**src/rtl/core/prf_pkg.sv**
```systemverilog
// prf_pkg: shared types and constants for the png row filter selector
// used by prf_front, prf_filter, prf_back and png_row_filter_select
`default_nettype none

package prf_pkg;

  localparam int DEF_MAX_ROW_BYTES = 8192;

  localparam int ROW_BYTES_W = 14;
  localparam int BPP_W       = 4;
  localparam int CFG_DATA_W  = 14;
  localparam int CFG_IDX_W   = 1;

  localparam logic [ROW_BYTES_W-1:0] DEF_ROW_BYTES = 14'd8;
  localparam logic [BPP_W-1:0]       DEF_BPP       = 4'd4;

  localparam logic [CFG_IDX_W-1:0] CFG_ROW_BYTES       = 1'b0;
  localparam logic [CFG_IDX_W-1:0] CFG_BYTES_PER_PIXEL = 1'b1;

  localparam int NUM_FILTERS = 5;
  localparam int SUM_W       = 21;
  localparam logic [SUM_W-1:0] SUM_MAX = '1;

  // left neighbour history covers every 4-bit pixel distance
  localparam int HIST_DEPTH = 15;
  localparam int HIST_IDX_W = 4;

  localparam int QUEUE_DEPTH = 4;
  localparam int QPTR_W      = 2;

  typedef enum logic [0:0] {
    OP_PUSH = 1'b0,
    OP_PULL = 1'b1
  } op_t;

  typedef enum logic [2:0] {
    FILT_NONE  = 3'd0,
    FILT_SUB   = 3'd1,
    FILT_UP    = 3'd2,
    FILT_AVG   = 3'd3,
    FILT_PAETH = 3'd4
  } filt_t;

  typedef struct packed {
    op_t        op;
    logic [7:0] data;
    logic       new_image;
  } cmd_t;

  typedef struct packed {
    logic       out_valid;
    logic [7:0] out_byte;
    logic       is_type_byte;
    logic       last_of_row;
  } res_t;

  typedef logic [NUM_FILTERS-1:0][7:0] filt_vec_t;

endpackage

`default_nettype wire

```
**src/rtl/core/prf_front.sv**
```systemverilog
// prf_front: accepts request transactions, tags push or pull, and queues them
// depends on prf_pkg
`default_nettype none

module prf_front (
  input  wire logic          clk,
  input  wire logic          rst,
  input  wire logic          s_tvalid,
  output logic               s_tready,
  input  wire logic [7:0]    s_tdata,   // data_byte
  input  wire logic [1:0]    s_tuser,   // req_type, new_image
  output logic               q_valid,
  output prf_pkg::cmd_t      q_cmd,
  input  wire logic          q_pop
);
  import prf_pkg::*;

  cmd_t              entries [QUEUE_DEPTH];
  logic [QPTR_W-1:0] wr_ptr;
  logic [QPTR_W-1:0] rd_ptr;
  logic [QPTR_W:0]   count;
  logic              push;
  cmd_t              cmd_in;

  assign s_tready = (count != (QPTR_W+1)'(QUEUE_DEPTH));
  assign push     = s_tvalid && s_tready;
  assign q_valid  = (count != '0);
  assign q_cmd    = entries[rd_ptr];

  always_comb begin
    cmd_in.op        = s_tuser[0] ? OP_PULL : OP_PUSH;
    cmd_in.data      = s_tdata;
    cmd_in.new_image = s_tuser[1];
  end

  always_ff @(posedge clk) begin
    if (rst) begin
      wr_ptr <= '0;
      rd_ptr <= '0;
      count  <= '0;
    end else begin
      if (push) wr_ptr <= wr_ptr + QPTR_W'(1);
      if (q_pop) rd_ptr <= rd_ptr + QPTR_W'(1);
      if (push && !q_pop) count <= count + (QPTR_W+1)'(1);
      else if (!push && q_pop) count <= count - (QPTR_W+1)'(1);
    end
  end

  always_ff @(posedge clk) begin
    if (push) entries[wr_ptr] <= cmd_in;
  end

  a_no_pop_empty: assert property (@(posedge clk) disable iff (rst)
    q_pop |-> count != '0)
    else $error("queue popped while empty");

endmodule

`default_nettype wire

```
**config.mk**
```make
export PLATFORM = sky130hd
export DESIGN_NAME = prf_front
export DESIGN_NICKNAME = d
export VERILOG_FILES = /design/src/rtl/core/prf_pkg.sv /design/src/rtl/core/prf_front.sv
export SDC_FILE = /design/constraint.sdc
export NUM_CORES = 1
export LEC_CHECK = 0
export BUFFER_PORTS_ARGS = -buffer_cell sky130_fd_sc_hd__buf_4
export CORE_AREA = 2 2 66 61
export CTS_CLUSTER_SIZE = 25
export DETAILED_ROUTE_END_ITERATION = 16
export DIE_AREA = 0 0 68 63
export PLACE_DENSITY = 0.75
export SLEW_MARGIN = 30
export SYNTH_ARGS = -nofsm -noshare
export SYNTH_HDL_FRONTEND = slang
export SYNTH_SLANG_ARGS = --single-unit
```
**constraint.sdc**
```tcl
create_clock -name clk -period 2.6 [get_ports clk]
set_input_delay 0.26 -clock clk [delete_from_list [all_inputs] [get_ports clk]]
set_output_delay 0.26 -clock clk [all_outputs]
set_load 0.05 [all_outputs]
```
**Yosys cells after proc, flatten, opt, wreduce, memory -nomap -nowiden**

Memory sizes are Yosys's and may differ from the RTL's. A register that Yosys moved wholly into a read port is not among the register bits.
Cells that the tools add are included.

- Flip-flop bits (word level): 7
- Memory bits (writable): 40
- Input bits: 14
- Word-level logic and storage cells: 23
- Memories: 1

- Add/sub/neg operators: 4
- Equal/unequal tests: 1
- Mux-type cells: 7
- Reductions and logical operators: 7

Memory list:

| memory | depth | bits a word | rd ports | clocked after memory_dff | wr ports | RTL line | source |
|---|---|---|---|---|---|---|---|
| entries | 4 | 10 | 1 | 1 | 1 | prf_front.sv:18 | `cmd_t entries [QUEUE_DEPTH];` |

Operators with widths:

| cell | count |
|---|---|
| $mux W3 | 2 |
| $add A2 B1 Y2 const B | 2 |
| $mux W2 | 2 |
| $add A3 B1 Y3 const B | 1 |
| $logic_and A1 B1 Y1 | 3 |
| $mux W1 | 3 |
| $ne A3 B3 Y1 const B | 1 |
| $reduce_bool A3 Y1 | 1 |
| $sub A3 B1 Y3 const B | 1 |
| $logic_not A1 Y1 | 2 |
| $reduce_bool A2 Y1 | 1 |

**Logic depth before layout (Yosys ltp)**

Gate-level depths: netlist of the first run.

- Word-level depth: 6
- Gate-level depth with buffers: 8

**Worst setup path after synthesis of the first run**

Ideal clock, no wire load.

- Path kind: reg-to-reg
- Start point: register count[0]
- End point: register count[2]
- Library setup time: 0.070 ns
- Arrival: 1.859 ns
- Slack: 0.670 ns
- Cell stages (with the launch flop): 9
- Path through: dfxtp_1 -> nor2_2 -> a21boi_4 -> ha_1 -> inv_1 -> fa_1 -> xor2_1 -> or3_1 -> a21oi_1

- Cells in the longest elaborated chain, start to end: 5
- Elaborated cells between the ends (all ways): 10
- Those cells by class: add/sub: 2; eq/ne: 1; mux: 2; reduce/logical: 5

RTL lines:

| element | RTL line | source |
|---|---|---|
| start, declared | prf_front.sv:21 | `logic [QPTR_W:0] count;` |
| start signal, assigned | prf_front.sv:44 | `if (push && !q_pop) count <= count + (QPTR_W+1)'(1);` |
| start signal, assigned | prf_front.sv:45 | `else if (!push && q_pop) count <= count - (QPTR_W+1)'(1);` |
| $ne A3 B3 Y1 (*) | prf_front.sv:25 | `assign s_tready = (count != (QPTR_W+1)'(QUEUE_DEPTH));` |
| $logic_and A1 B1 Y1 (*) | prf_front.sv:26 | `assign push = s_tvalid && s_tready;` |
| net push | prf_front.sv:22 | `logic push;` |
| $logic_not A1 Y1 | prf_front.sv:45 |  |
| $logic_and A1 B1 Y1 | prf_front.sv:45 |  |
| $reduce_bool A2 Y1 (no source line) | - |  |

Mark *: on every way through the listed nets, which the timed path passes. The rest lies on a longest branch. The select of a mux whose other input is x is not followed.
A chain may end at the register's enable or synchronous reset.

**Worst setup path after layout of the first run**

Ends and elaborated chain as after synthesis.

==> impl_metrics.yaml, run 1 <==
clock_network:
  htree_levels: 2
  numCtsBuffers: 5
  cts_hold_buf: 0
  postCtsSetupBuffers: 0
  clock_latency_ns: 0.29
  cts_resized: 0
  ctsLongestPathBuffers: 2
  clk_pin_slew_ns: 0.08
  clkSinkCount: 49
  root_buffer: "clkbuf_8"
  cts_tree: "yes"
timing:
  period_minus_slack_ns: 2.13
  final_max_slew_viol_count: 0
  finalSetupViolations: 0
  hold_viol: 0
  fin_tns_setup_ns: 0
  whs_ns: 0.166
  grt_setup_unrepaired: "no"
  relSlewSlack_pct: 62.5
  tightest_slew_ns: 0.562
  timing.fmax_ghz: 0.470
  post-route-period-util_pct: 81.8
  worst_slack_ns: 0.473
  finClkSkew_ns: 0.00694
synth:
  syn_inst: 100
  synth_nets: 120
  syn_area_um2: 1910
  ys_seq_elements: 49
  yosysWarnings: 0
  avgSynthCellArea_um2: 19.1
  ys_types: 22
  yosysSeqAreaShare_pct: 72.2
global_routing:
  antenna_found_initial: 0
  overflow: 0
  grt_max_degree: 15
  grt_pass1_vias: 940
  grt_usage_pct: 15.5
  grt_pass1_wl_um: 4570
die:
  start_util_pct: 52.8
  ios: 26
  die_width_um: 68
  core_um2: 3630
  dieArea_um2: 4280
  dieHeight_um: 63
  row_count: 21
power:
  p_leak_nw: 0.803
  powerDensity_nw_per_um2: 855
  ir_drop_mv: 0.453
placed_design:
  dp_hpwl_um: 2020
  port_buffers: 25
  gp_congestion: 0.742
  post-place-ws_ns: 0.501
routing:
  drt_wl_total_um: 2920
  via_per_inst: 5.28
  vias: 935
  drt_pass1_iterations: 4
  wire_per_inst_um: 16.5
  drc: 0
  drtIter0Drc: 55
  final_antenna_net_count: 0
final_layout:
  drive_above_1_share_pct: 34.4
  area_delta_synth_final_pct: 16.5
  final_nets: 150
  num_antenna_cells: 0
status:
  status: "complete, no violations"
critical_path:
  critical_path.slowest_cell: "dfxtp_1"
  cp_slowest_stage_delay_ns: 0.44
  r2r-start: "count[0]"
  r2r-end: "count[2]"
  crit_chain: "nor2_2 > a21boi_4 > ha_1 > inv_1 > fa_1 > xor2_1 > or3_1 > a21oi_1"
  cp-end-kind: "flop"
  setup.worst_path.class: "flop to flop"
  reg2reg_slack_ns: 0.47
  critPathMaxFanout: 7
  cp_data_required_time_ns: 2.82
  cp-start-kind: "flop"
  r2r_cells: 8
  cp.arrival_ns: 2.35
min_path:
  hold_path_depth: 1
  min_from: "s_tdata[4]"
  holdPathEnd: "entries[3][5]"
  hold_class: "primary input to flop"
flow_run:
  max-cap-violations: 0
## state kept, by name, indices dropped and copies added, names as in the netlist, named ones only
| register | count |
|---|---|
| count | 3 |
| entries | 40 |
| rd_ptr | 2 |
| wr_ptr | 2 |
## cells in the mapped netlist (all sizes together)
master	number	share of area (%)
dfxtp	9	9.4
buf	1	0.59
xor2	3	1.4
edfxtp	40	63
nor2	8	1.7
a21boi	1	0.98
mux2i	2	1.0
ha	5	3.3
o21ai	1	0.26
and2	4	1.3
a21oi	1	0.26
inv	4	0.78
or3	2	0.65
mux4	10	12
mux2	1	0.78
clkbuf	2	0.46
fa	1	1.0
nand2b	2	0.65
xnor2	1	0.46
nand2	2	0.39
## how the worst max path moves through the flow
stage	startpoint	endpoint	cells after the start	slack [ns]
floorplan	count[0]	count[2]	8	0.67
global placement	count[0]	count[2]	8	0.64
detailed placement	count[0]	count[2]	8	0.50
CTS	count[0]	count[2]	8	0.48
global route	count[0]	count[2]	8	0.37
finish	count[0]	count[2]	8	0.47
## metrics by stage
| stage | instance area, um^2 | utilization, % | instances | power (W) |
|---|---|---|---|---|
| after floorplan | 1910 | - | 100 | 0.00137 |
| after global placement | 2150 | 59.2 | 169 | 0.00149 |
| after detailed placement | 2150 | 59.2 | 169 | 0.00151 |
| after CTS | 2230 | 61.5 | 177 | 0.00192 |
| after global routing | 2230 | 61.5 | 177 | 0.00199 |
| final | 2230 | 61.5 | 177 | 0.00191 |
## area by class of cell
type	instances	area, um^2
multi-input combinational	44	497
clock inverter	1	7.51
timing repair buffer	26	195
tap	46	57.6
inverter	4	15.0
fill	276	1400
clock buffer	7	76.3
sequential	49	1380
## kinds of logic after synthesis
| family | count (synthesis) | share of synthesized area, % |
|---|---|---|
| muxes | 13 | 13.6 |
| adders and majority gates | 6 | 4.32 |
| xor gates and xnor gates | 4 | 1.83 |
| AOI/OAI and AO/OA | 3 | 1.50 |
| DFF | 49 | 72.2 |
| and+or+nand+nor | 18 | 4.71 |
| buffers and inverters | 7 | 1.83 |
## placed cells by master, fill, tap and decap left out
cell and count:
a21boi_4 1, a21oi_1 1, and2_1 4, buf_4 26, clkbuf_1 2, clkbuf_8 5, clkinvlp_4 1, dfxtp_1 9
edfxtp_1 40, fa_1 1, ha_1 5, inv_1 4, mux2_4 1, mux2i_1 2, mux4_2 10, nand2_1 2
nand2b_1 2, nor2_1 7, nor2_2 1, o21ai_0 1, or3_1 2, xnor2_1 1, xor2_1 3
## report_power, final
part,internal [W],switching (W),leakage [nW]
registers,0.000940,0.0000497,0.441
logic,0.000183,0.000315,0.323
clock network,0.000190,0.000228,0.0385
## per-layer routing
metal	routed length (um)	up-vias	GRT usage (%)
met5	0	-	0
met4	38	0	5.25
met3	131	6	4.86
met2	1510	28	24.0
met1	1240	468	20.5
li1	-	433	-
## critical path, delay by kind of cell, from the launching register on
family	cells	cell delay (ns)
AOI/OAI and AO/OA	2	0.41
xor gates and xnor gates	1	0.16
adders and majority gates	2	0.61
buffers and inverters	1	0.06
DFF	1	0.44
and+or+nand+nor	2	0.38
No activity file was read; power rests on OpenSTA's default activity.
==> run 2: changes to the inputs <==
--- a/config.mk
+++ b/config.mk
@@ -5,12 +5,13 @@
 export SDC_FILE = /design/constraint.sdc
 export NUM_CORES = 1
 export LEC_CHECK = 0
+export ABC_AREA = 1
 export BUFFER_PORTS_ARGS = -buffer_cell sky130_fd_sc_hd__buf_4
-export CORE_AREA = 2 2 66 61
+export CORE_AREA = 2 2 66 62
 export CTS_CLUSTER_SIZE = 25
 export DETAILED_ROUTE_END_ITERATION = 16
-export DIE_AREA = 0 0 68 63
-export PLACE_DENSITY = 0.75
+export DIE_AREA = 0 0 68 64
+export PLACE_DENSITY = 0.76
 export SLEW_MARGIN = 30
 export SYNTH_ARGS = -nofsm -noshare
 export SYNTH_HDL_FRONTEND = slang
==> constraint.sdc (replaced) <==
create_clock -name clk -period 2.2 [get_ports clk]
set_input_delay 0.22 -clock clk [delete_from_list [all_inputs] [get_ports clk]]
set_output_delay 0.22 -clock clk [all_outputs]
set_load 0.05 [all_outputs]
==> run 2 against run 1 <==
  * Worst hold slack got worse by 0.048 ns
  * Sequential share of layout area shrank 2.5 points
  * Flip-flop and latch count stayed put
  * Clock skew shrank 0.0020 ns
  * Synthesized cell count rose by 61%
  * Die area grew 1.6%
  * Core utilization is 2.6 points higher
  * Via count up 38%
  * Largest power group unchanged
==> impl_metrics.yaml, run 2 <==
status:
  status: "complete, no violations"
clock_network:
  clk_pin_slew_ns: 0.09
  clock_latency_ns: 0.30
  cts_tree: "yes"
  htree_levels: 2
  ctsLongestPathBuffers: 2
  clkSinkCount: 49
  cts_hold_buf: 0
  numCtsBuffers: 5
  root_buffer: "clkbuf_8"
  cts_resized: 0
  postCtsSetupBuffers: 0
placed_design:
  dp_hpwl_um: 2660
  port_buffers: 25
  gp_congestion: 0.681
timing:
  post-route-period-util_pct: 87.8
  final_max_slew_viol_count: 0
  finalSetupViolations: 0
  timing.fmax_ghz: 0.518
  grt_setup_unrepaired: "no"
  period_minus_slack_ns: 1.93
  relSlewSlack_pct: 68.5
  finClkSkew_ns: 0.00492
  tightest_slew_ns: 0.472
  fin_tns_setup_ns: 0
  hold_viol: 0
  whs_ns: 0.117
synth:
  avgSynthCellArea_um2: 12.3
  synthTopCellsByCount: "edfxtp_1, nor2_1, o21ai_1"
  synth_top_area_share_pct: 60.4
  yosysSeqAreaShare_pct: 69.5
  ys_types: 20
  syn_area_um2: 1990
  synth_area_leader_cell: "edfxtp_1"
  yosys_most_used_dff: "edfxtp_1"
  ys_seq_elements: 49
  syn_inst: 161
  synth_nets: 181
  yosysMostFrequentCell: "edfxtp_1"
  synth_edf_count: 40
  yosysWarnings: 0
  synthTopCellsByArea: "edfxtp_1, dfxtp_1, nor2_1"
  async_flop_share_pct: 0
final_layout:
  largest_reg_flops: 40
  finalCoreUtilization_pct: 64.1
  final_cell_mix: "edfxtp_1, buf_4, nor2_1, o21ai_1, inv_1"
  top_regs: "entries: 40 flops, count: 3 flops"
  final_common_cell: "edfxtp_1"
  max_flop_register: "entries"
  num_antenna_cells: 0
  final_nets: 213
  drive_above_1_share_pct: 21.1
  area_delta_synth_final_pct: 16.9
  fillers: 301
die:
  row_count: 21
  ios: 26
  die_width_um: 68
  dieHeight_um: 64
  start_util_pct: 54.8
  dieArea_um2: 4350
  core_um2: 3630
routing:
  drt_wl_total_um: 3820
  drt_pass1_iterations: 4
  final_antenna_net_count: 0
  via_per_inst: 5.36
  vias: 1287
  wire_per_inst_um: 15.9
  drtIter0Drc: 84
  drc: 0
min_path:
  hold_class: "primary input to flop"
global_routing:
  antenna_found_initial: 0
  grt_pass1_vias: 1441
  grt_pass1_wl_um: 6280
  grt_max_degree: 21
  overflow: 0
  grt_usage_pct: 19.9
critical_path:
  cp-end-kind: "output port"
  cp.arrival_ns: 1.71
  cp-start-kind: "flop"
  cp_data_required_time_ns: 1.98
  critPathMaxFanout: 20
  setup.worst_path.class: "flop to output port"
flow_run:
  max-cap-violations: 0
power:
  ir_drop_mv: 0.438
  p_leak_nw: 0.900
  powerDensity_nw_per_um2: 940
[run 2: changes by cell type after synthesis, sizes merged, moves of 6 or more]
cell   delta
o22ai    +10
o21ai    +23
nand2     +6
mux4     -10
inv      +15
nor2     +21
[run 2: cell type report]
| cell class | instances | area [um^2] | share of cell area (%) |
|---|---|---|---|
| sequential | 49 | 1380 | 59.4 |
| multi-input combinational | 88 | 479 | 20.6 |
| timing repair buffer | 30 | 225 | 9.69 |
| inverter | 19 | 71.3 | 3.07 |
| clock buffer | 5 | 68.8 | 2.96 |
| tap | 46 | 57.6 | 2.48 |
| clock inverter | 3 | 41.3 | 1.78 |
[run 2: kinds of logic (layout without fill, tap and decap cells)]
logic type / after synthesis / in the layout / synth area share [%]
AOI/OAI and AO/OA: 39 / 39 / 10.6
adders and majority gates: 6 / 6 / 4.15
buffers and inverters: 24 / 57 / 6.42
and+or+nand+nor: 43 / 43 / 9.31
DFF: 49 / 49 / 69.5
[run 2: stage by stage]
stage	instance area, um^2	setup WS [ns]	cells	power [W]
3_5_place_dp	2210	0.390	232	0.00159
4_1_cts	2320	0.196	240	0.00221
2_1_floorplan	1990	0.376	161	0.00145
3_3_place_gp	2210	0.481	232	0.00156
6_report	2320	0.268	240	0.00218
5_1_grt	2320	0.0699	240	0.00228
[run 2: power by group]
part	switching (W)	internal, W	leakage, nW
Clock	0.000282	0.000335	0.0518
Combinational	0.000309	0.000142	0.407
Sequential	0.0000398	0.00108	0.441
Total	0.000630	0.00155	0.900
[run 2: final timing paths]
check / start / to / slack (ns) / depth (start not counted)
worst max-delay path: flop / q_cmd[2] / 0.27 / 4
worst min-delay path: s_tuser[1] / entries[3][0] / 0.12 / 1
worst max register to register: count[1] / count[1] / 0.37 / 9
worst min register to register: rd_ptr[1] / rd_ptr[1] / 0.47 / 1
[run 2: worst max-delay path, cell delays in order (launching register included)]
cell and delay (ns):
dfxtp_1 0.62, inv_2 0.28, o21ai_1 0.23, o22ai_1 0.10, buf_4 0.19
[run 2: layer usage]
metal  track usage (%)  routed length, um
met5                 0                  0
met3              4.23                165
met4              8.25                 61
met2              36.9               2130
met1              21.2               1470
